## src/rtl/svpp_pkg.sv

```systemverilog
`timescale 1ns / 1ps
`default_nettype none

package svpp_pkg;

  localparam int MUL_W = 16;
  localparam int DVD_W = 32;
  localparam int DEN_W = 17;

  localparam logic [15:0] DEAD_BAND = 16'd10;
  localparam logic [15:0] PULSE_CAP = 16'hFFFF;
  localparam logic [7:0]  ANGLE_CAP = 8'hFF;
  localparam logic [3:0]  TENS_CAP  = 4'd9;
  localparam logic [6:0]  SEG_ZERO  = 7'h3F;

  localparam logic [2:0] REG_MIN_PULSE     = 3'd0;
  localparam logic [2:0] REG_MAX_PULSE     = 3'd1;
  localparam logic [2:0] REG_MID_PULSE     = 3'd2;
  localparam logic [2:0] REG_ANGLE_FULL    = 3'd3;
  localparam logic [2:0] REG_FULL_SCALE    = 3'd4;
  localparam logic [2:0] REG_PICKUP_WINDOW = 3'd5;

  typedef enum logic [2:0] {
    ST_IDLE,
    ST_MUL_T,
    ST_DIV_T,
    ST_UPD,
    ST_ANG,
    ST_MUL_A,
    ST_DIV_A,
    ST_OUT
  } state_t;

  // x / 10 for 8-bit x
  function automatic logic [4:0] div10(input logic [7:0] x);
    logic [15:0] p;
    p = {8'b0, x} * 16'd205;
    return p[15:11];
  endfunction

  // gfedcba
  function automatic logic [6:0] seg_of(input logic [3:0] d);
    logic [6:0] s;
    case (d)
      4'd0: s = SEG_ZERO;
      4'd1: s = 7'h06;
      4'd2: s = 7'h5B;
      4'd3: s = 7'h4F;
      4'd4: s = 7'h66;
      4'd5: s = 7'h6D;
      4'd6: s = 7'h7D;
      4'd7: s = 7'h07;
      4'd8: s = 7'h7F;
      4'd9: s = 7'h67;
      default: s = 7'h00;
    endcase
    return s;
  endfunction

endpackage

`default_nettype wire

```

## src/rtl/svpp_mul.sv

```systemverilog
`timescale 1ns / 1ps
`default_nettype none

// shift-add multiplier, one multiplier bit per cycle
module svpp_mul #(
  parameter int A_W = 16,
  parameter int B_W = 16
) (
  input  wire logic             clk,
  input  wire logic             rst,
  input  wire logic             start,
  input  wire logic [A_W-1:0]   a,
  input  wire logic [B_W-1:0]   b,
  output logic [A_W+B_W-1:0]    product,
  output logic                  done
);

  localparam int CNT_W = $clog2(B_W + 1);

  logic [A_W-1:0]     a_reg;
  logic [A_W:0]       hi;
  logic [B_W-1:0]     lo;
  logic [CNT_W-1:0]   cnt;
  logic [A_W:0]       hi_sum;
  logic [A_W+B_W:0]   shifted;

  always_comb begin
    hi_sum  = hi + (lo[0] ? {1'b0, a_reg} : '0);
    shifted = {hi_sum, lo} >> 1;
  end

  always_ff @(posedge clk) begin
    if (rst) begin
      cnt  <= '0;
      done <= 1'b0;
    end else begin
      done <= 1'b0;
      if (start) begin
        cnt <= CNT_W'(B_W);
      end else if (cnt != '0) begin
        cnt <= cnt - 1'b1;
        if (cnt == CNT_W'(1)) begin
          done <= 1'b1;
        end
      end
    end
  end

  always_ff @(posedge clk) begin
    if (start) begin
      a_reg <= a;
      hi    <= '0;
      lo    <= b;
    end else if (cnt != '0) begin
      hi <= shifted[A_W+B_W:B_W];
      lo <= shifted[B_W-1:0];
    end
  end

  assign product = {hi[A_W-1:0], lo};

endmodule

`default_nettype wire

```

## src/rtl/svpp_div.sv

```systemverilog
`timescale 1ns / 1ps
`default_nettype none

// restoring divider, one quotient bit per cycle
module svpp_div #(
  parameter int N_W = 32,
  parameter int D_W = 17
) (
  input  wire logic             clk,
  input  wire logic             rst,
  input  wire logic             start,
  input  wire logic [N_W-1:0]   dividend,
  input  wire logic [D_W-1:0]   divisor,
  output logic [N_W-1:0]        quotient,
  output logic                  done
);

  localparam int CNT_W = $clog2(N_W + 1);

  logic [N_W-1:0]   dvd;
  logic [D_W-1:0]   den;
  logic [D_W-1:0]   rem;
  logic [CNT_W-1:0] cnt;
  logic [D_W:0]     rem_sh;
  logic [D_W:0]     trial;
  logic             qbit;

  always_comb begin
    rem_sh = {rem, dvd[N_W-1]};
    trial  = rem_sh - {1'b0, den};
    qbit   = ~trial[D_W];
  end

  always_ff @(posedge clk) begin
    if (rst) begin
      cnt  <= '0;
      done <= 1'b0;
    end else begin
      done <= 1'b0;
      if (start) begin
        cnt <= CNT_W'(N_W);
      end else if (cnt != '0) begin
        cnt <= cnt - 1'b1;
        if (cnt == CNT_W'(1)) begin
          done <= 1'b1;
        end
      end
    end
  end

  always_ff @(posedge clk) begin
    if (start) begin
      dvd <= dividend;
      den <= divisor;
      rem <= '0;
    end else if (cnt != '0) begin
      dvd <= {dvd[N_W-2:0], qbit};
      rem <= qbit ? trial[D_W-1:0] : rem_sh[D_W-1:0];
    end
  end

  assign quotient = dvd;

endmodule

`default_nettype wire

```

## src/rtl/servo_pulse_from_pot_with_pickup.sv

```systemverilog
`timescale 1ns / 1ps
`default_nettype none

// Servo pulse from potentiometer samples, with knob pickup.
// Input channel (in_valid/in_ready): one converter sample and a servo select
// per transfer. A sample that does not complete a block of SAMPLES is added
// to the sum and count while in_ready stays high. The sample that completes
// a block starts a shift-add multiply and a radix-2 divide for the target,
// the pulse update, then a second multiply and divide for the angle, which
// are skipped when the pulse sits in the dead band or the span is not
// positive; in_ready stays low meanwhile.
// Output channel (out_valid/out_ready): one result per full block, held in an
// output register. While it waits, further samples are still taken; a new
// block result waits in the final step until the register frees.
// Config channel (cfg_valid/cfg_ready): always ready; must be written only
// while idle, which the block does not enforce. Reset (rst, synchronous):
// defaults load; sum, count, stored pulses clear; display starts on ones.
module servo_pulse_from_pot_with_pickup #(
  parameter int SAMPLES = 16
) (
  input  wire logic        clk,
  input  wire logic        rst,
  input  wire logic        in_valid,
  output logic             in_ready,
  input  wire logic [11:0] pot_code,
  input  wire logic        servo_select,
  output logic             out_valid,
  input  wire logic        out_ready,
  output logic             servo_channel,
  output logic [15:0]      pulse_width,
  output logic [7:0]       angle_value,
  output logic [6:0]       segment_bits,
  output logic             digit_position,
  input  wire logic        cfg_valid,
  output logic             cfg_ready,
  input  wire logic [2:0]  cfg_index,
  input  wire logic [15:0] cfg_data
);

  localparam int CW    = $clog2(SAMPLES + 1);
  localparam int MUL_W = svpp_pkg::MUL_W;
  localparam int DVD_W = svpp_pkg::DVD_W;
  localparam int DEN_W = svpp_pkg::DEN_W;

  svpp_pkg::state_t state, state_next;

  logic [15:0] min_pulse, max_pulse, mid_pulse, pickup_window;
  logic [7:0]  angle_full;
  logic [11:0] full_scale;

  logic [CW-1:0] count;
  logic [15:0]   sum, sum_next;
  logic          fill, in_xfer, out_free;
  logic          sel;
  logic [15:0]   target, pulse, profile_pulse, flap_pulse;
  logic [7:0]    angle;
  logic          show_ones;

  logic                   mul_start, mul_done;
  logic [MUL_W-1:0]       mul_a, mul_b;
  logic [2*MUL_W-1:0]     mul_prod;
  logic                   div_start, div_done;
  logic [DEN_W-1:0]       div_den;
  logic [DVD_W-1:0]       div_q;

  logic [11:0]  fs_eff;
  logic [DEN_W-1:0] block_den;
  logic [32:0]  t_sum;
  logic [15:0]  stored, delta, upd0, upd1, upd;
  logic         take;
  logic [16:0]  mid_hi;
  logic         above, below, outside, span_pos, ang_mul;
  logic [15:0]  diff, span;
  logic [4:0]   tens;
  logic [3:0]   ones_w;
  logic [3:0]   tens_sat;
  logic         show_next;

  assign in_xfer   = in_valid && in_ready;
  assign out_free  = !out_valid || out_ready;
  assign cfg_ready = 1'b1;
  assign fill      = (count == CW'(SAMPLES - 1));
  assign sum_next  = sum + {4'b0, pot_code};

  assign fs_eff    = (full_scale == '0) ? 12'd1 : full_scale;
  assign block_den = DEN_W'(SAMPLES) * {5'b0, fs_eff};
  assign t_sum     = {1'b0, div_q} + {17'b0, min_pulse};

  // pickup and clamp
  always_comb begin
    stored = sel ? profile_pulse : flap_pulse;
    delta  = (stored > target) ? stored - target : target - stored;
    take   = (stored == '0) || (delta < pickup_window);
    upd0   = take ? target : stored;
    upd1   = (upd0 < min_pulse) ? min_pulse : upd0;
    upd    = (upd1 > max_pulse) ? max_pulse : upd1;
  end

  // dead band and span
  always_comb begin
    mid_hi   = {1'b0, mid_pulse} + {1'b0, svpp_pkg::DEAD_BAND};
    above    = {1'b0, pulse} > mid_hi;
    below    = (mid_pulse >= svpp_pkg::DEAD_BAND) &&
               (pulse < mid_pulse - svpp_pkg::DEAD_BAND);
    outside  = above || below;
    diff     = above ? pulse - mid_pulse : mid_pulse - pulse;
    span_pos = mid_pulse > min_pulse;
    span     = mid_pulse - min_pulse;
    ang_mul  = outside && span_pos;
  end

  // display digit
  always_comb begin
    show_next = ~show_ones;
    tens      = svpp_pkg::div10(angle);
    ones_w    = 4'(angle - 8'({3'b0, tens} * 8'd10));
    tens_sat  = (tens > 5'(svpp_pkg::TENS_CAP)) ? svpp_pkg::TENS_CAP : tens[3:0];
  end

  always_comb begin
    state_next = state;
    unique case (state)
      svpp_pkg::ST_IDLE:  if (in_xfer && fill) state_next = svpp_pkg::ST_MUL_T;
      svpp_pkg::ST_MUL_T: if (mul_done) state_next = svpp_pkg::ST_DIV_T;
      svpp_pkg::ST_DIV_T: if (div_done) state_next = svpp_pkg::ST_UPD;
      svpp_pkg::ST_UPD:   state_next = svpp_pkg::ST_ANG;
      svpp_pkg::ST_ANG:   state_next = ang_mul ? svpp_pkg::ST_MUL_A : svpp_pkg::ST_OUT;
      svpp_pkg::ST_MUL_A: if (mul_done) state_next = svpp_pkg::ST_DIV_A;
      svpp_pkg::ST_DIV_A: if (div_done) state_next = svpp_pkg::ST_OUT;
      svpp_pkg::ST_OUT:   if (out_free) state_next = svpp_pkg::ST_IDLE;
      default:            state_next = svpp_pkg::ST_IDLE;
    endcase
  end

  always_comb begin
    in_ready  = 1'b0;
    mul_start = 1'b0;
    mul_a     = sum_next;
    mul_b     = min_pulse;
    div_start = 1'b0;
    div_den   = block_den;
    unique case (state)
      svpp_pkg::ST_IDLE: begin
        in_ready  = 1'b1;
        mul_start = in_xfer && fill;
      end
      svpp_pkg::ST_MUL_T: begin
        div_start = mul_done;
      end
      svpp_pkg::ST_ANG: begin
        mul_start = ang_mul;
        mul_a     = diff;
        mul_b     = {8'b0, angle_full};
      end
      svpp_pkg::ST_MUL_A: begin
        div_start = mul_done;
        div_den   = {1'b0, span};
      end
      default: begin
      end
    endcase
  end

  svpp_mul #(
    .A_W(MUL_W),
    .B_W(MUL_W)
  ) u_mul (
    .clk     (clk),
    .rst     (rst),
    .start   (mul_start),
    .a       (mul_a),
    .b       (mul_b),
    .product (mul_prod),
    .done    (mul_done)
  );

  svpp_div #(
    .N_W(DVD_W),
    .D_W(DEN_W)
  ) u_div (
    .clk      (clk),
    .rst      (rst),
    .start    (div_start),
    .dividend (mul_prod),
    .divisor  (div_den),
    .quotient (div_q),
    .done     (div_done)
  );

  always_ff @(posedge clk) begin
    if (rst) begin
      state         <= svpp_pkg::ST_IDLE;
      min_pulse     <= 16'd1000;
      max_pulse     <= 16'd2000;
      mid_pulse     <= 16'd1500;
      angle_full    <= 8'd90;
      full_scale    <= 12'd4095;
      pickup_window <= 16'd100;
      count         <= '0;
      sum           <= '0;
      profile_pulse <= '0;
      flap_pulse    <= '0;
      show_ones     <= 1'b0;
      out_valid     <= 1'b0;
    end else begin
      state <= state_next;

      if (cfg_valid) begin
        unique case (cfg_index)
          svpp_pkg::REG_MIN_PULSE:     min_pulse     <= cfg_data;
          svpp_pkg::REG_MAX_PULSE:     max_pulse     <= cfg_data;
          svpp_pkg::REG_MID_PULSE:     mid_pulse     <= cfg_data;
          svpp_pkg::REG_ANGLE_FULL:    angle_full    <= cfg_data[7:0];
          svpp_pkg::REG_FULL_SCALE:    full_scale    <= cfg_data[11:0];
          svpp_pkg::REG_PICKUP_WINDOW: pickup_window <= cfg_data;
          default: begin
          end
        endcase
      end

      if (in_xfer) begin
        if (fill) begin
          count <= '0;
          sum   <= '0;
        end else begin
          count <= count + 1'b1;
          sum   <= sum_next;
        end
      end

      if (state == svpp_pkg::ST_UPD) begin
        if (sel) begin
          profile_pulse <= upd;
        end else begin
          flap_pulse <= upd;
        end
      end

      if (state == svpp_pkg::ST_OUT && out_free) begin
        show_ones <= show_next;
        out_valid <= 1'b1;
      end else if (out_ready) begin
        out_valid <= 1'b0;
      end
    end
  end

  always_ff @(posedge clk) begin
    if (in_xfer && fill) begin
      sel <= servo_select;
    end
    if (state == svpp_pkg::ST_DIV_T && div_done) begin
      target <= (t_sum[32:16] != '0) ? svpp_pkg::PULSE_CAP : t_sum[15:0];
    end
    if (state == svpp_pkg::ST_UPD) begin
      pulse <= upd;
    end
    if (state == svpp_pkg::ST_ANG && !ang_mul) begin
      angle <= outside ? svpp_pkg::ANGLE_CAP : 8'd0;
    end
    if (state == svpp_pkg::ST_DIV_A && div_done) begin
      angle <= (div_q[DVD_W-1:8] != '0) ? svpp_pkg::ANGLE_CAP : div_q[7:0];
    end
    if (state == svpp_pkg::ST_OUT && out_free) begin
      servo_channel  <= sel;
      pulse_width    <= pulse;
      angle_value    <= angle;
      digit_position <= ~show_next;
      segment_bits   <= svpp_pkg::seg_of(show_next ? ones_w : tens_sat);
    end
  end

endmodule

`default_nettype wire

```

## config.mk

```make
export PLATFORM = sky130hd
export DESIGN_NAME = servo_pulse_from_pot_with_pickup
export DESIGN_NICKNAME = d
export VERILOG_FILES = /design/src/rtl/svpp_pkg.sv /design/src/rtl/svpp_mul.sv /design/src/rtl/svpp_div.sv /design/src/rtl/servo_pulse_from_pot_with_pickup.sv
export SDC_FILE = /design/constraint.sdc
export NUM_CORES = 1
export LEC_CHECK = 0
export ABC_AREA = 1
export ABC_CLOCK_PERIOD_IN_PS = 24100
export BUFFER_PORTS_ARGS = -buffer_cell sky130_fd_sc_hd__buf_2
export CORE_AREA = 2 2 238 240
export CTS_CLUSTER_DIAMETER = 50
export DETAILED_ROUTE_END_ITERATION = 8
export DIE_AREA = 0 0 240 242
export GPL_ROUTABILITY_DRIVEN = 0
export MAX_ROUTING_LAYER = met4
export PLACE_DENSITY = 0.68
export RECOVER_POWER = 25
export SYNTH_ARGS = -nofsm -noshare
export SYNTH_HDL_FRONTEND = slang
export SYNTH_SLANG_ARGS = --single-unit
```

## constraint.sdc

```tcl
create_clock -name clk -period 24.1 [get_ports clk]
set_clock_uncertainty 0.2 [all_clocks]
set_input_delay 1.205 -clock clk [delete_from_list [all_inputs] [get_ports clk]]
set_output_delay 1.205 -clock clk [all_outputs]
set_load 0.03 [all_outputs]
```

=== Yosys cells after proc, flatten, opt, wreduce, memory -nomap -nowiden ===
Memory sizes are Yosys's and may differ from the RTL's. A register that Yosys moved wholly into a read port is not among the register bits.
Index checks and enable logic that the tools add are counted.

* Bits in registers: 336
* Memories kept: 1
* Bits in read-only memories: 112
* Word-level logic and storage cells: 169

{| class="wikitable"
|+ Memories
! name !! depth !! width !! read ports !! clocked after Yosys merged registers in !! write ports !! RTL line !! RTL
|-
| (no name shown) || 16 || 7 || 1 || 1 || 0 || svpp_pkg.sv:44 || <nowiki>case (d)</nowiki>
|}

* Reduce and logical (&&, ||, !) cells: 39
* Bitwise operators: 5
* Add/subtract/negate cells: 15
* Muxes and demuxes: 43
* Magnitude comparators: 9
* Multiply operators: 2
* Equality and inequality tests: 21

{| class="wikitable"
|+ Operators by type and width
! kind !! count
|-
| $mux W16 || 13
|-
| $sub A16 B16 Y16 || 5
|-
| $mux W32 || 2
|-
| $gt A16 B16 Y1 || 3
|-
| $lt A16 B16 Y1 || 3
|-
| $add A32 B16 Y33 || 1
|-
| $mux W8 || 4
|-
| $pmux W3 S8 || 1
|-
| $reduce_bool A24 Y1 || 1
|-
| $eq A3 B3 Y1 const B || 6
|-
| $mux W3 || 6
|-
| $sub A18 B17 Y18 || 1
|-
| $add A16 B17 Y17 || 1
|-
| $add A16 B4 Y17 const B || 1
|-
| $gt A16 B17 Y1 || 1
|-
| $mux W17 || 1
|-
| $reduce_bool A17 Y1 || 1
|-
| $add A16 B12 Y16 || 1
|-
| $ge A16 B4 Y1 const B || 1
|-
| $logic_not A16 Y1 || 1
|-
| $mul A8 B8 Y16 const B || 1
|-
| $reduce_and A2 Y1 || 8
|-
| $sub A16 B4 Y16 const B || 1
|-
| $mux W5 || 3
|-
| 31 further kinds || 67
|}

=== Depth between registers and ports, before layout ===
Gate-level depths: netlist of the first run.

* Word-level depth: 10
* Depth in mapped cells: 59

=== Cells and area by module ===
A second synthesis of the first run with hierarchy kept.

* Cells, all modules: 3,518
* Area total of the unflattened synthesis: 25,813.5 um^2

{| class="wikitable"
|+ Modules (own cells, without submodules)
! module !! cells each !! instances !! seq. area each (um^2) !! area an instance (um^2)
|-
| servo_pulse_from_pot_with_pickup || 2,519 || 1 || 5,064.9 || 18,210.0
|-
| svpp_div || 587 || 1 || 1,951.9 || 4,500.6
|-
| svpp_mul || 412 || 1 || 1,401.3 || 3,103.0
|}

=== Worst setup path before layout of the first run ===
No wires, ideal clock.

* Path kind: reg2reg
* From: register sel
* To: register pulse[0], data pin
* Path slack: 16,253 ps
* Cell stages (with the launch flop): 51
* Setup time: 254 ps
* Arrival: 7,393 ps
* Path through: edfxtp_1 > buf_6 > buf_6 > o21ai_1 > inv_1 > ha_1 > clkbuf_1 > a21oi_1 > o21ai_1 > a21boi_0 > o21ai_1 > nand2_1 > nand2_1 > nand2_1 > buf_2 > clkbuf_1 > nand2_1 > o221ai_1 > (+15 left out) > inv_1 > nand3_1 > a31oi_1 > a2111oi_2 > clkbuf_1 > nand3_1 > and2_1 > ha_1 > a21oi_1 > nor2_1 > a211oi_1 > o221ai_1 > a211o_1 > nand2_1 > inv_1 > clkbuf_1 > nand2_1 > nand2_1

* Word-level cells in the longest chain between the ends: 10

{| class="wikitable"
|+ Ends and longest elaborated chain
! element !! RTL line !! RTL
|-
| from (decl) || servo_pulse_from_pot_with_pickup.sv:54 || <nowiki>logic sel;</nowiki>
|-
| from (signal assigned) || servo_pulse_from_pot_with_pickup.sv:250 || <nowiki>sel <= servo_select;</nowiki>
|-
| $mux W16 * || servo_pulse_from_pot_with_pickup.sv:91 || <nowiki>stored = sel ? profile_pulse : flap_pulse;</nowiki>
|-
| $sub A16 B16 Y16 or $gt A16 B16 Y1 (tied branches) || servo_pulse_from_pot_with_pickup.sv:92 || <nowiki>delta = (stored > target) ? stored - target : target - stored;</nowiki>
|-
| $mux W16 || servo_pulse_from_pot_with_pickup.sv:92 ||
|-
| $lt A16 B16 Y1 || servo_pulse_from_pot_with_pickup.sv:93 || <nowiki>take = (stored == '0) || (delta < pickup_window);</nowiki>
|-
| $logic_or A1 B1 Y1 || servo_pulse_from_pot_with_pickup.sv:93 ||
|-
| $mux W16 * || servo_pulse_from_pot_with_pickup.sv:94 || <nowiki>upd0 = take ? target : stored;</nowiki>
|-
| $lt A16 B16 Y1 || servo_pulse_from_pot_with_pickup.sv:95 || <nowiki>upd1 = (upd0 < min_pulse) ? min_pulse : upd0;</nowiki>
|-
| $mux W16 * || servo_pulse_from_pot_with_pickup.sv:95 ||
|-
| $gt A16 B16 Y1 || servo_pulse_from_pot_with_pickup.sv:96 || <nowiki>upd = (upd1 > max_pulse) ? max_pulse : upd1;</nowiki>
|-
| $mux W16 * || servo_pulse_from_pot_with_pickup.sv:96 ||
|-
| via upd[0] || servo_pulse_from_pot_with_pickup.sv:69 || <nowiki>logic [15:0] stored, delta, upd0, upd1, upd;</nowiki>
|-
| to (signal assigned) || servo_pulse_from_pot_with_pickup.sv:256 || <nowiki>pulse <= upd;</nowiki>
|-
| to (decl) || servo_pulse_from_pot_with_pickup.sv:55 || <nowiki>logic [15:0] target, pulse, profile_pulse, flap_pulse;</nowiki>
|}

Mark *: on every way through the listed nets, which the timed path passes. The rest lies on a longest branch.
A chain may end at the register's enable or synchronous reset.

=== Worst setup path after layout of the first run ===
* From: register sel
* To: register flap_pulse[4]

* Word-level cells in the longest chain between the ends: 10

{| class="wikitable"
|+ Ends and longest elaborated chain
! element !! RTL line !! RTL
|-
| $mux W16 || servo_pulse_from_pot_with_pickup.sv:91 ||
|-
| $sub A16 B16 Y16 or $gt A16 B16 Y1 (tied branches) || servo_pulse_from_pot_with_pickup.sv:92 ||
|-
| $mux W16 || servo_pulse_from_pot_with_pickup.sv:92 ||
|-
| $lt A16 B16 Y1 || servo_pulse_from_pot_with_pickup.sv:93 ||
|-
| $logic_or A1 B1 Y1 || servo_pulse_from_pot_with_pickup.sv:93 ||
|-
| $mux W16 || servo_pulse_from_pot_with_pickup.sv:94 ||
|-
| $lt A16 B16 Y1 || servo_pulse_from_pot_with_pickup.sv:95 ||
|-
| $mux W16 || servo_pulse_from_pot_with_pickup.sv:95 ||
|-
| $gt A16 B16 Y1 || servo_pulse_from_pot_with_pickup.sv:96 ||
|-
| $mux W16 || servo_pulse_from_pot_with_pickup.sv:96 ||
|-
| to (signal assigned) || servo_pulse_from_pot_with_pickup.sv:235 || <nowiki>flap_pulse <= upd;</nowiki>
|-
| to (decl) || servo_pulse_from_pot_with_pickup.sv:55 ||
|}

Parallel ways exist; a longest one is shown, timed or not.

==> results.sh, run 1 <==
export IMPL_rows=87
export IMPL_syn_avg_cell_area_um2=7.63
export IMPL_cts_tree="done"
export IMPL_postCtsSetupBuffers=0
export IMPL_largest_reg_flops=32
export IMPL_clock_sinks=342
export IMPL_port_buffers=71
export IMPL_cap_violations=6
export IMPL_die_w_um=240
export IMPL_yosysMostFrequentCell="nand2_1"
export IMPL_swShare=0.377
export IMPL_wl_per_cell_um=17.0
export IMPL_ys_top_cells_by_count="nand2_1 (658), inv_1 (507), a21oi_1 (275)"
export IMPL_nNetsFinal=3612
export IMPL_placed_area_um2=25800
export IMPL_core_um2=55700
export IMPL_violations="max-capacitance violations, max-slew violations"
export IMPL_fin_ws_ns=13.19
export IMPL_power_density_nw_per_um2=83.5
export IMPL_post_dp_hpwl_mm=52.6
export IMPL_vias_per_cell=5.35
export IMPL_dieArea_um2=58100
export IMPL_post_place_cells=3989
export IMPL_insertion_delay_ns=0.60
export IMPL_drc=0
export IMPL_yosys_warnings=0
export IMPL_path_clk_slew_ns=0.06
export IMPL_grtUsageTotal=0.244
export IMPL_critPathLaunchType="flop"
export IMPL_cp_required_ns=24.39
export IMPL_synth_top_area_share=0.187
export IMPL_postCtsHoldBufs=0
export IMPL_grt_max_degree=93
export IMPL_drt_first_iter_violations=1766
export IMPL_finalSetupTns_ns=0
export IMPL_wl_mm=69.2
export IMPL_worst_slew_pin_slew_ns=4.04
export IMPL_grt_pass1_vias=20159
export IMPL_p_leak_uw=0.0129
export IMPL_die_y_um=242
export IMPL_finalCriticalPeriod_ns=10.91
export IMPL_overflow=0
export IMPL_clockPowerShare=0.301
export IMPL_syn_area_um2=24800
export IMPL_antenna_found_initial=1
export IMPL_cts_buffer_depth=3
export IMPL_fmax_mhz=91.7
export IMPL_synth_edff_count=154
export IMPL_crit_top_cell="nand2_1"
export IMPL_synth_cell_type_count=61
export IMPL_dr_pass1_iters=7
export IMPL_synth_seq_area_share=0.339
export IMPL_crit_arrival_ns=11.19
export IMPL_hold_class="reg2reg"
export IMPL_ys_top_cells_by_area="edfxtp_1 (19%), dfxtp_1 (15%), ha_1 (14%), nand2_1 (10%), inv_1 (7.7%)"
export IMPL_min_path_cells=2
export IMPL_rsz0062_at_grt="false"
export IMPL_yosysTopAreaCell="edfxtp_1"
export IMPL_max_stage_delay_ns=1.24
export IMPL_cts_max_level=2
export IMPL_post_route_period_util=0.452
export IMPL_p_int_uw=1420
export IMPL_final_area_um2=27300
export IMPL_fin_cells=4083
export IMPL_worst_setup_path_end_kind="flop"
export IMPL_slowest_stage="clkbuf_1"
export IMPL_ys_async_sr_fraction=0
export IMPL_syn2layout_area_growth_pct=10.2
export IMPL_power_switching_uw=860
export IMPL_start_util=0.444
export IMPL_combPwrFrac=0.336
export IMPL_p_seq_frac=0.362
export IMPL_maxSlewViolCount=285
export IMPL_setup_viol=0
export IMPL_cts_buffers=49
export IMPL_max_slew_margin=-1.70
export IMPL_ys_seq_elements=342
export IMPL_final_antenna_net_count=0
export IMPL_syn_num_nets=3574
export IMPL_synthCells=3246
export IMPL_io_pins=73
export IMPL_pre_cts_slack_ns=14.44
export IMPL_critPathKind="reg2reg"
export IMPL_reg2reg_depth=48
export IMPL_vias=21825
export IMPL_ir_drop_mv=0.0549
export IMPL_grt_pass1_wl_mm=109
export IMPL_cts_root_buf="clkbuf_16"
export IMPL_drive_gt1_frac=0.0626
export IMPL_ys_flop_type="dfxtp_1"
export IMPL_hold_viol=0
export IMPL_crit_fanout=35
export IMPL_status="finished with violations"
export IMPL_post_cts_resized=0
[cell type report]
| type | instances | area [µm²] |
|---|---|---|
| Clock buffer | 59 | 1310 |
| Antenna cell | 2 | 5.00 |
| Fill cell | 5542 | 28500 |
| Tap cell | 756 | 946 |
| Inverter | 517 | 1940 |
| Sequential cell | 342 | 8390 |
| Timing Repair Buffer | 90 | 462 |
| Clock inverter | 33 | 259 |
| Multi-Input combinational cell | 2284 | 14000 |
[final timing paths]
check                              from                    endpoint  slack [ns]
setup / recovery          sel$_DFFE_PP_  flap_pulse[4]$_SDFFE_PP0P_       13.19
hold / removal    count[4]$_SDFFE_PP0P_       count[4]$_SDFFE_PP0P_        0.25
setup reg to reg          sel$_DFFE_PP_  flap_pulse[4]$_SDFFE_PP0P_       13.19
hold reg to reg   count[4]$_SDFFE_PP0P_       count[4]$_SDFFE_PP0P_        0.25
[logic make-up (layout without fill, tap and decap cells)]
| logic type | after synthesis | after routing | share of synthesized area |
|---|---|---|---|
| compound gates | 687 | 687 | 0.155 |
| xor+xnor | 151 | 151 | 0.0534 |
| fa+ha+maj | 291 | 291 | 0.154 |
| buf+inv | 620 | 699 | 0.0972 |
| flops | 342 | 342 | 0.339 |
| mux | 3 | 3 | 0.00121 |
| other cells | 1 | 3 | 0.000151 |
| simple gates | 1151 | 1151 | 0.200 |
[per-stage QoR]
step	util	power [µW]	hold WS (ns)
final	0.490	2280	0.254
after floorplan	-	1400	0.224
after global routing	0.489	2440	0.284
after global placement	0.462	1580	0.235
after CTS	0.490	2290	0.255
after detailed placement	0.462	1590	0.240
[worst max-delay path: cells and delay by family, from the launching register on]
family / cells / cell delay (ns)
buf+inv: 10 / 2.78
compound gates: 13 / 2.71
fa+ha+maj: 5 / 1.34
flops: 1 / 0.32
simple gates: 19 / 3.26
xor+xnor: 1 / 0.14
[cell usage in the layout, fill, tap and decap left out, types with 26 or more instances in the layout]
| cell | n |
|---|---|
| nand2_1 | 658 |
| inv_1 | 508 |
| a21oi_1 | 275 |
| ha_1 | 269 |
| o21ai_0 | 228 |
| nor2_1 | 190 |
| dfxtp_1 | 188 |
| nand3_1 | 155 |
| edfxtp_1 | 154 |
| xor2_1 | 99 |
| buf_2 | 69 |
| xnor2_1 | 52 |
| clkbuf_16 | 50 |
| nand4_1 | 43 |
| nor3_1 | 36 |
| o211ai_1 | 29 |
| o21ai_1 | 26 |
[power by group through the flow]
stage          clock, µW  combinational [µW]  sequential [µW]
2_1_floorplan          0                 604              797
3_3_place_gp           0                 747              833
3_5_place_dp           0                 756              833
4_1_cts              701                 763              822
5_1_grt              728                 877              838
6_report             686                 766              825
[layer usage]
layer	GRT usage	share of wire	up-vias
met4	0.0917	0.044	0
li1	-	-	10886
met1	0.311	0.43	10110
met5	-	0	-
met2	0.391	0.46	683
met3	0.0390	0.067	146
Note: power is estimated with default switching activity, not from simulation.
==> inputs of run 2 (changes only) <==
--- a/config.mk
+++ b/config.mk
@@ -5,8 +5,8 @@
 export SDC_FILE = /design/constraint.sdc
 export NUM_CORES = 1
 export LEC_CHECK = 0
-export ABC_AREA = 1
-export ABC_CLOCK_PERIOD_IN_PS = 24100
+export ABC_AREA = 0
+export ABC_CLOCK_PERIOD_IN_PS = 10000
 export BUFFER_PORTS_ARGS = -buffer_cell sky130_fd_sc_hd__buf_2
 export CORE_AREA = 2 2 238 240
 export CTS_CLUSTER_DIAMETER = 50
@@ -14,7 +14,7 @@
 export DIE_AREA = 0 0 240 242
 export GPL_ROUTABILITY_DRIVEN = 0
 export MAX_ROUTING_LAYER = met4
-export PLACE_DENSITY = 0.68
+export PLACE_DENSITY = 0.7
 export RECOVER_POWER = 25
 export SYNTH_ARGS = -nofsm -noshare
 export SYNTH_HDL_FRONTEND = slang
==> constraint.sdc (replaced) <==
create_clock -name clk -period 10 [get_ports clk]
set_clock_uncertainty 0.2 [all_clocks]
set_input_delay 0.5 -clock clk [delete_from_list [all_inputs] [get_ports clk]]
set_output_delay 0.5 -clock clk [all_outputs]
set_load 0.03 [all_outputs]
==> run 2 against run 1 <==
Against the previous run:
- the flow still finishes with violations (max-capacitance violations, max-slew violations)
- global-route usage rose by 0.62 points
- combinational power rose to 3.3 times the previous value
- maximum frequency rose by 15%
- cell area barely moved
- routed wire length grew 4.5%
- highest routed layer unchanged
==> results.sh, run 2 <==
export IMPL_wl_per_cell_um=19.8
export IMPL_final_area_um2=27300
export IMPL_ys_seq_elements=342
export IMPL_final_cell_mix="nand2_1 (377), ha_1 (269), inv_1 (224)"
export IMPL_nNetsFinal=3198
export IMPL_rows=87
export IMPL_synth_compound_area_frac=0.195
export IMPL_cts_buffers=44
export IMPL_vias=21664
export IMPL_cts_max_level=2
export IMPL_holdWs_ns=0.0292
export IMPL_ys_top_cells_by_count="nand2_1 (377), ha_1 (269), inv_1 (224)"
export IMPL_worst_slew_pin_slew_ns=4.38
export IMPL_crit_fanout=15
export IMPL_synthMuxAreaShare=0.0372
export IMPL_post_route_period_util=0.949
export IMPL_crit_top_cell="a21oi_1"
export IMPL_die_w_um=240
export IMPL_yosysTopAreaCell="edfxtp_1"
export IMPL_max_slew_margin=-1.92
export IMPL_antennaDiodeCount=0
export IMPL_p_leak_uw=0.0117
export IMPL_drc=0
export IMPL_drive_gt1_frac=0.0795
export IMPL_synth_xor_area_frac=0.0464
export IMPL_min_path_cells=3
export IMPL_slowest_stage="o21ai_0"
export IMPL_cp_required_ns=10.17
export IMPL_r2r_end="pulse[11]$_DFFE_PN_"
export IMPL_ff_latch_area_um2=8390
export IMPL_multi_input_area_um2=15000
export IMPL_io_pins=73
export IMPL_reg2reg_depth=40
export IMPL_max_stage_delay_ns=0.51
export IMPL_fin_cells=3662
export IMPL_insertion_delay_ns=0.62
export IMPL_grt_pass1_wl_mm=113
export IMPL_post_place_cells=3574
export IMPL_final_antenna_net_count=0
export IMPL_synth_seq_area_share=0.340
export IMPL_clock_sinks=342
export IMPL_layout_commonest_cell="nand2_1"
export IMPL_drt_first_iter_violations=2304
export IMPL_ys_top_cells_by_area="edfxtp_1 (19%), dfxtp_1 (15%), ha_1 (14%), nand2_1 (5.7%), a21oi_1 (4.4%)"
export IMPL_synth_edff_count=154
export IMPL_overflow=0
export IMPL_fill_cells=5229
export IMPL_ys_async_sr_fraction=0
export IMPL_worst_setup_path_end_kind="flop"
export IMPL_vias_per_cell=5.92
export IMPL_crit_reg2reg_launch="sel$_DFFE_PP_"
export IMPL_setup_worst_path_start="sel$_DFFE_PP_"
export IMPL_syn_area_um2=24700
export IMPL_ys_flop_type="dfxtp_1"
export IMPL_dr_pass1_iters=6
export IMPL_crit_arrival_ns=9.66
export IMPL_grtUsageTotal=0.251
export IMPL_maxSlewViolCount=102
export IMPL_synth_top_family_by_area="compound AO/OA/AOI/OAI gates"
export IMPL_yosysMostFrequentCell="nand2_1"
export IMPL_synthSimpleGateAreaFrac=0.173
export IMPL_yosys_warnings=0
export IMPL_synth_cell_type_count=86
export IMPL_start_util=0.442
export IMPL_post_dp_hpwl_mm=54.5
export IMPL_hold_viol=0
export IMPL_syn_num_nets=3167
export IMPL_synth_top_area_share=0.188
export IMPL_cap_violations=1
export IMPL_crit_end="pulse[11]$_DFFE_PN_"
export IMPL_cts_buffer_depth=3
export IMPL_core_um2=55700
export IMPL_status="finished with violations"
export IMPL_power_density_nw_per_um2=229
export IMPL_critPathLaunchType="flop"
export IMPL_finalCriticalPeriod_ns=9.49
export IMPL_largest_reg_flops=32
export IMPL_violations="max-capacitance violations, max-slew violations"
export IMPL_cts_root_buf="clkbuf_16"
export IMPL_setup_viol=0
export IMPL_grt_pass1_vias=20762
export IMPL_critPathKind="reg2reg"
export IMPL_dieArea_um2=58100
export IMPL_hold_class="in2reg"
export IMPL_r2r_setup_slack_ns=0.51
export IMPL_antenna_found_initial=0
export IMPL_synth_fa_ha_area_frac=0.154
export IMPL_cts_tree="done"
export IMPL_synthCells=2839
export IMPL_grt_max_degree=102
export IMPL_finalSetupTns_ns=0
export IMPL_hold_start="cfg_data[13]"
export IMPL_fmax_mhz=105
export IMPL_port_buffers=71
export IMPL_die_y_um=242
export IMPL_syn_avg_cell_area_um2=8.69
export IMPL_placed_area_um2=25700
export IMPL_path_clk_slew_ns=0.06
export IMPL_ir_drop_mv=0.151
export IMPL_syn2layout_area_growth_pct=10.6
export IMPL_wl_mm=72.4
## run 2: cell count changes in the layout (fill, tap and decap cells not counted), moves of 35 or more
cell     previous run  this run
xor2_1             99        46
nand2_1           658       377
nand3_1           155        59
inv_1             508       224
buf_2              69        34
mux2_2              0        53
o21ai_0           228       142
a21oi_1           275       216
a21o_1             13        89
## run 2: per-stage QoR
step	power (µW)	utilization	worst slack (ns)
floorplan	3980	-	0.101
finish	6250	0.489	0.505
global route	6660	0.489	-0.000541
CTS	6230	0.489	0.182
detailed placement	4600	0.462	-0.0534
global placement	4500	0.462	0.171
## run 2: cell families after synthesis
kind of cell | Yosys count
DFF | 342
and+or+nand+nor | 914
other | 1
muxes | 85
buffers and inverters | 346
adders and majority gates | 291
AOI/OAI and AO/OA | 731
xor gates and xnor gates | 129
## run 2: worst max-delay path, delay by kind of cell, from the launching register on
kind            cells  cell delay (ns)
mux                 4             1.30
fa+ha+maj           5             1.46
flops               1             0.37
simple gates        3             0.43
compound gates     20             4.01
xor+xnor            1             0.25
buf+inv             7             1.20
## run 2: metal layers
metal  GRT usage  wire length (µm)  up-vias  share of wire
li1            -                 -    10214              -
met1       0.325             31200    10305           0.43
met2       0.393             32900      921           0.45
met3      0.0342              5180      224          0.072
met4       0.103              3110        0          0.043
met5           -                 0        -              0
## run 2: what timing repair did
item	CTS	global route
endpoints found under the setup margin	10	48
buffers inserted	1	3
endpoints found under the hold margin	1	0
pin swaps	0	1
gates cloned	0	1
hold buffers	1	0
resized for setup	0	9
## run 2: worst min-delay path by stage
stage | end | slack (ns)
after floorplan | servo_channel$_DFFE_PP_ | 0.22
after global placement | sum[0]$_SDFFE_PP0P_ | 0.24
after detailed placement | pickup_window[3]$_SDFFE_PP0P_ | 0.25
after CTS | max_pulse[15]$_SDFFE_PP0P_ | 0.006
after global routing | min_pulse[15]$_SDFFE_PP0P_ | 0.02
final | max_pulse[13]$_SDFFE_PP0P_ | 0.03
## run 2: area by class of cell
type | count | area share
tap | 756 | 0.0347
clock buffer | 59 | 0.0458
timing repair buffer | 106 | 0.0215
inverter | 225 | 0.0310
sequential | 342 | 0.308
multi-input combinational | 2151 | 0.550
clock inverter | 23 | 0.00940
## run 2: where the power goes
part / leakage [µW] / switching, µW / total [µW] / internal (µW)
logic: 0.00799 / 1480 / 2530 / 1050
clock network: 0.000732 / 683 / 1610 / 928
registers: 0.00301 / 289 / 2120 / 1830
==> inputs of run 3 (changes only) <==
--- a/config.mk
+++ b/config.mk
@@ -16,6 +16,7 @@
 export MAX_ROUTING_LAYER = met4
 export PLACE_DENSITY = 0.7
 export RECOVER_POWER = 25
+export REMOVE_ABC_BUFFERS = 1
 export SYNTH_ARGS = -nofsm -noshare
 export SYNTH_HDL_FRONTEND = slang
 export SYNTH_SLANG_ARGS = --single-unit
==> run 3 against run 2 <==
Against the previous run:
- the flow still finishes with violations (max-capacitance violations, max-slew violations)
- sequential power is essentially flat
- final cell count decreased by 0.19%
- register-to-register slack hardly changed
- highest routed layer unchanged
==> results.sh, run 3 (synthesis gave the netlist of run 2 again) <==
export IMPL_start_util=0.442
export IMPL_worst_setup_path_end_kind="flop"
export IMPL_final_cell_mix="nand2_1 (377), ha_1 (269), inv_1 (224)"
export IMPL_fill_cells=5265
export IMPL_insertion_delay_ns=0.60
export IMPL_path_clk_slew_ns=0.06
export IMPL_cts_max_level=2
export IMPL_violations="max-capacitance violations, max-slew violations"
export IMPL_slowest_stage="a2111oi_1"
export IMPL_largest_reg_flops=32
export IMPL_hold_viol=0
export IMPL_grt_max_degree=67
export IMPL_crit_fanout=48
export IMPL_rows=87
export IMPL_finalSetupTns_ns=0
export IMPL_vias_per_cell=5.90
export IMPL_post_route_period_util=0.950
export IMPL_max_slew_margin=-1.09
export IMPL_grt_pass1_wl_mm=113
export IMPL_antennaDiodeCount=0
export IMPL_critPathLaunchType="flop"
export IMPL_cts_root_buf="clkbuf_16"
export IMPL_post_place_cells=3569
export IMPL_final_antenna_net_count=0
export IMPL_dr_pass1_iters=6
export IMPL_io_pins=73
export IMPL_clock_sinks=342
export IMPL_cts_buffers=44
export IMPL_drive_gt1_frac=0.0776
export IMPL_power_switching_uw=2460
export IMPL_crit_arrival_ns=9.64
export IMPL_clockPowerShare=0.258
export IMPL_cap_violations=2
export IMPL_status="finished with violations"
export IMPL_swShare=0.392
export IMPL_worst_slew_pin_slew_ns=3.13
export IMPL_ir_drop_mv=0.155
export IMPL_power_density_nw_per_um2=230
export IMPL_nNetsFinal=3191
export IMPL_core_um2=55700
export IMPL_dieArea_um2=58100
export IMPL_grt_pass1_vias=20875
export IMPL_die_w_um=240
export IMPL_wl_per_cell_um=19.5
export IMPL_rsz0062_at_grt="false"
export IMPL_maxSlewViolCount=117
export IMPL_die_y_um=242
export IMPL_hold_class="in2reg"
export IMPL_wl_mm=71.3
export IMPL_vias=21553
export IMPL_cts_tree="done"
export IMPL_drt_first_iter_violations=2187
export IMPL_fin_cells=3655
export IMPL_p_leak_uw=0.0117
export IMPL_fmax_mhz=105
export IMPL_cp_required_ns=10.15
export IMPL_grtUsageTotal=0.251
export IMPL_post_dp_hpwl_mm=53.8
export IMPL_finalCriticalPeriod_ns=9.50
export IMPL_antenna_found_initial=0
export IMPL_critPathKind="reg2reg"
export IMPL_port_buffers=71
export IMPL_drc=0
export IMPL_max_stage_delay_ns=0.48
export IMPL_syn2layout_area_growth_pct=10.4
export IMPL_cts_buffer_depth=3
export IMPL_p_seq_frac=0.337
export IMPL_overflow=0
export IMPL_p_int_uw=3800
export IMPL_combPwrFrac=0.405
export IMPL_layout_commonest_cell="nand2_1"
export IMPL_setup_viol=0
[run 3: metrics by stage]
step / instance area [µm²] / setup slack (ns) / total power, µW / hold slack [ns] / util
global placement: 25700 / 0.459 / 4500 / 0.244 / 0.461
finish: 27200 / 0.504 / 6260 / 0.0414 / 0.489
global route: 27200 / 0.000237 / 6680 / 0.0277 / 0.489
detailed placement: 25700 / 0.193 / 4600 / 0.253 / 0.461
floorplan: 24200 / -2.53 / 3940 / 0.230 / -
CTS: 27200 / 0.133 / 6240 / 0.0264 / 0.489
[run 3: routing by layer]
layer / up-vias / track usage / wire, µm
li1: 10221 / - / -
met1: 10211 / 0.330 / 30800
met2: 911 / 0.388 / 31900
met3: 210 / 0.0337 / 5390
met4: 0 / 0.104 / 3190
met5: - / - / 0
[run 3: final cells by class]
cell class	instances	area (µm²)	area share
multi-input cells	2151	15000	0.551
inverters	225	845	0.0310
flip-flops and latches	342	8390	0.308
well taps	756	946	0.0347
clock inverters	32	363	0.0133
repair buffers	99	528	0.0194
clock buffers	50	1140	0.0420
[run 3: repair_timing]
item,4_1_cts,5_1_grt
gates resized for setup,0,10
hold buffers,1,0
hold endpoints to repair,1,0
buffers inserted,0,3
setup endpoints to repair,0,48
[run 3: worst max-delay path: cells and delay by family, from the launching register on]
kind	cells	cell delay (ns)
compound gates	20	4.11
mux	4	1.42
fa+ha+maj	4	1.37
buf+inv	5	1.08
simple gates	4	0.49
flops	1	0.37
xor+xnor	1	0.13
[run 3: final timing paths]
kind	from	endpoint	slack, ns	depth (start not counted)
setup reg to reg	sel$_DFFE_PP_	pulse[10]$_DFFE_PN_	0.50	38
hold / removal	cfg_data[15]	max_pulse[15]$_SDFFE_PP0P_	0.04	3
hold reg to reg	pickup_window[11]$_SDFFE_PP0P_	pickup_window[11]$_SDFFE_PP0P_	0.26	2
setup / recovery	sel$_DFFE_PP_	pulse[10]$_DFFE_PN_	0.50	38
[run 3: power groups by stage]
stage	clock network (µW)	registers [µW]	logic, µW
after floorplan	0	2020	1920
after global placement	0	2120	2380
after detailed placement	0	2120	2480
after CTS	1630	2100	2500
after global routing	1700	2140	2840
final	1610	2110	2540
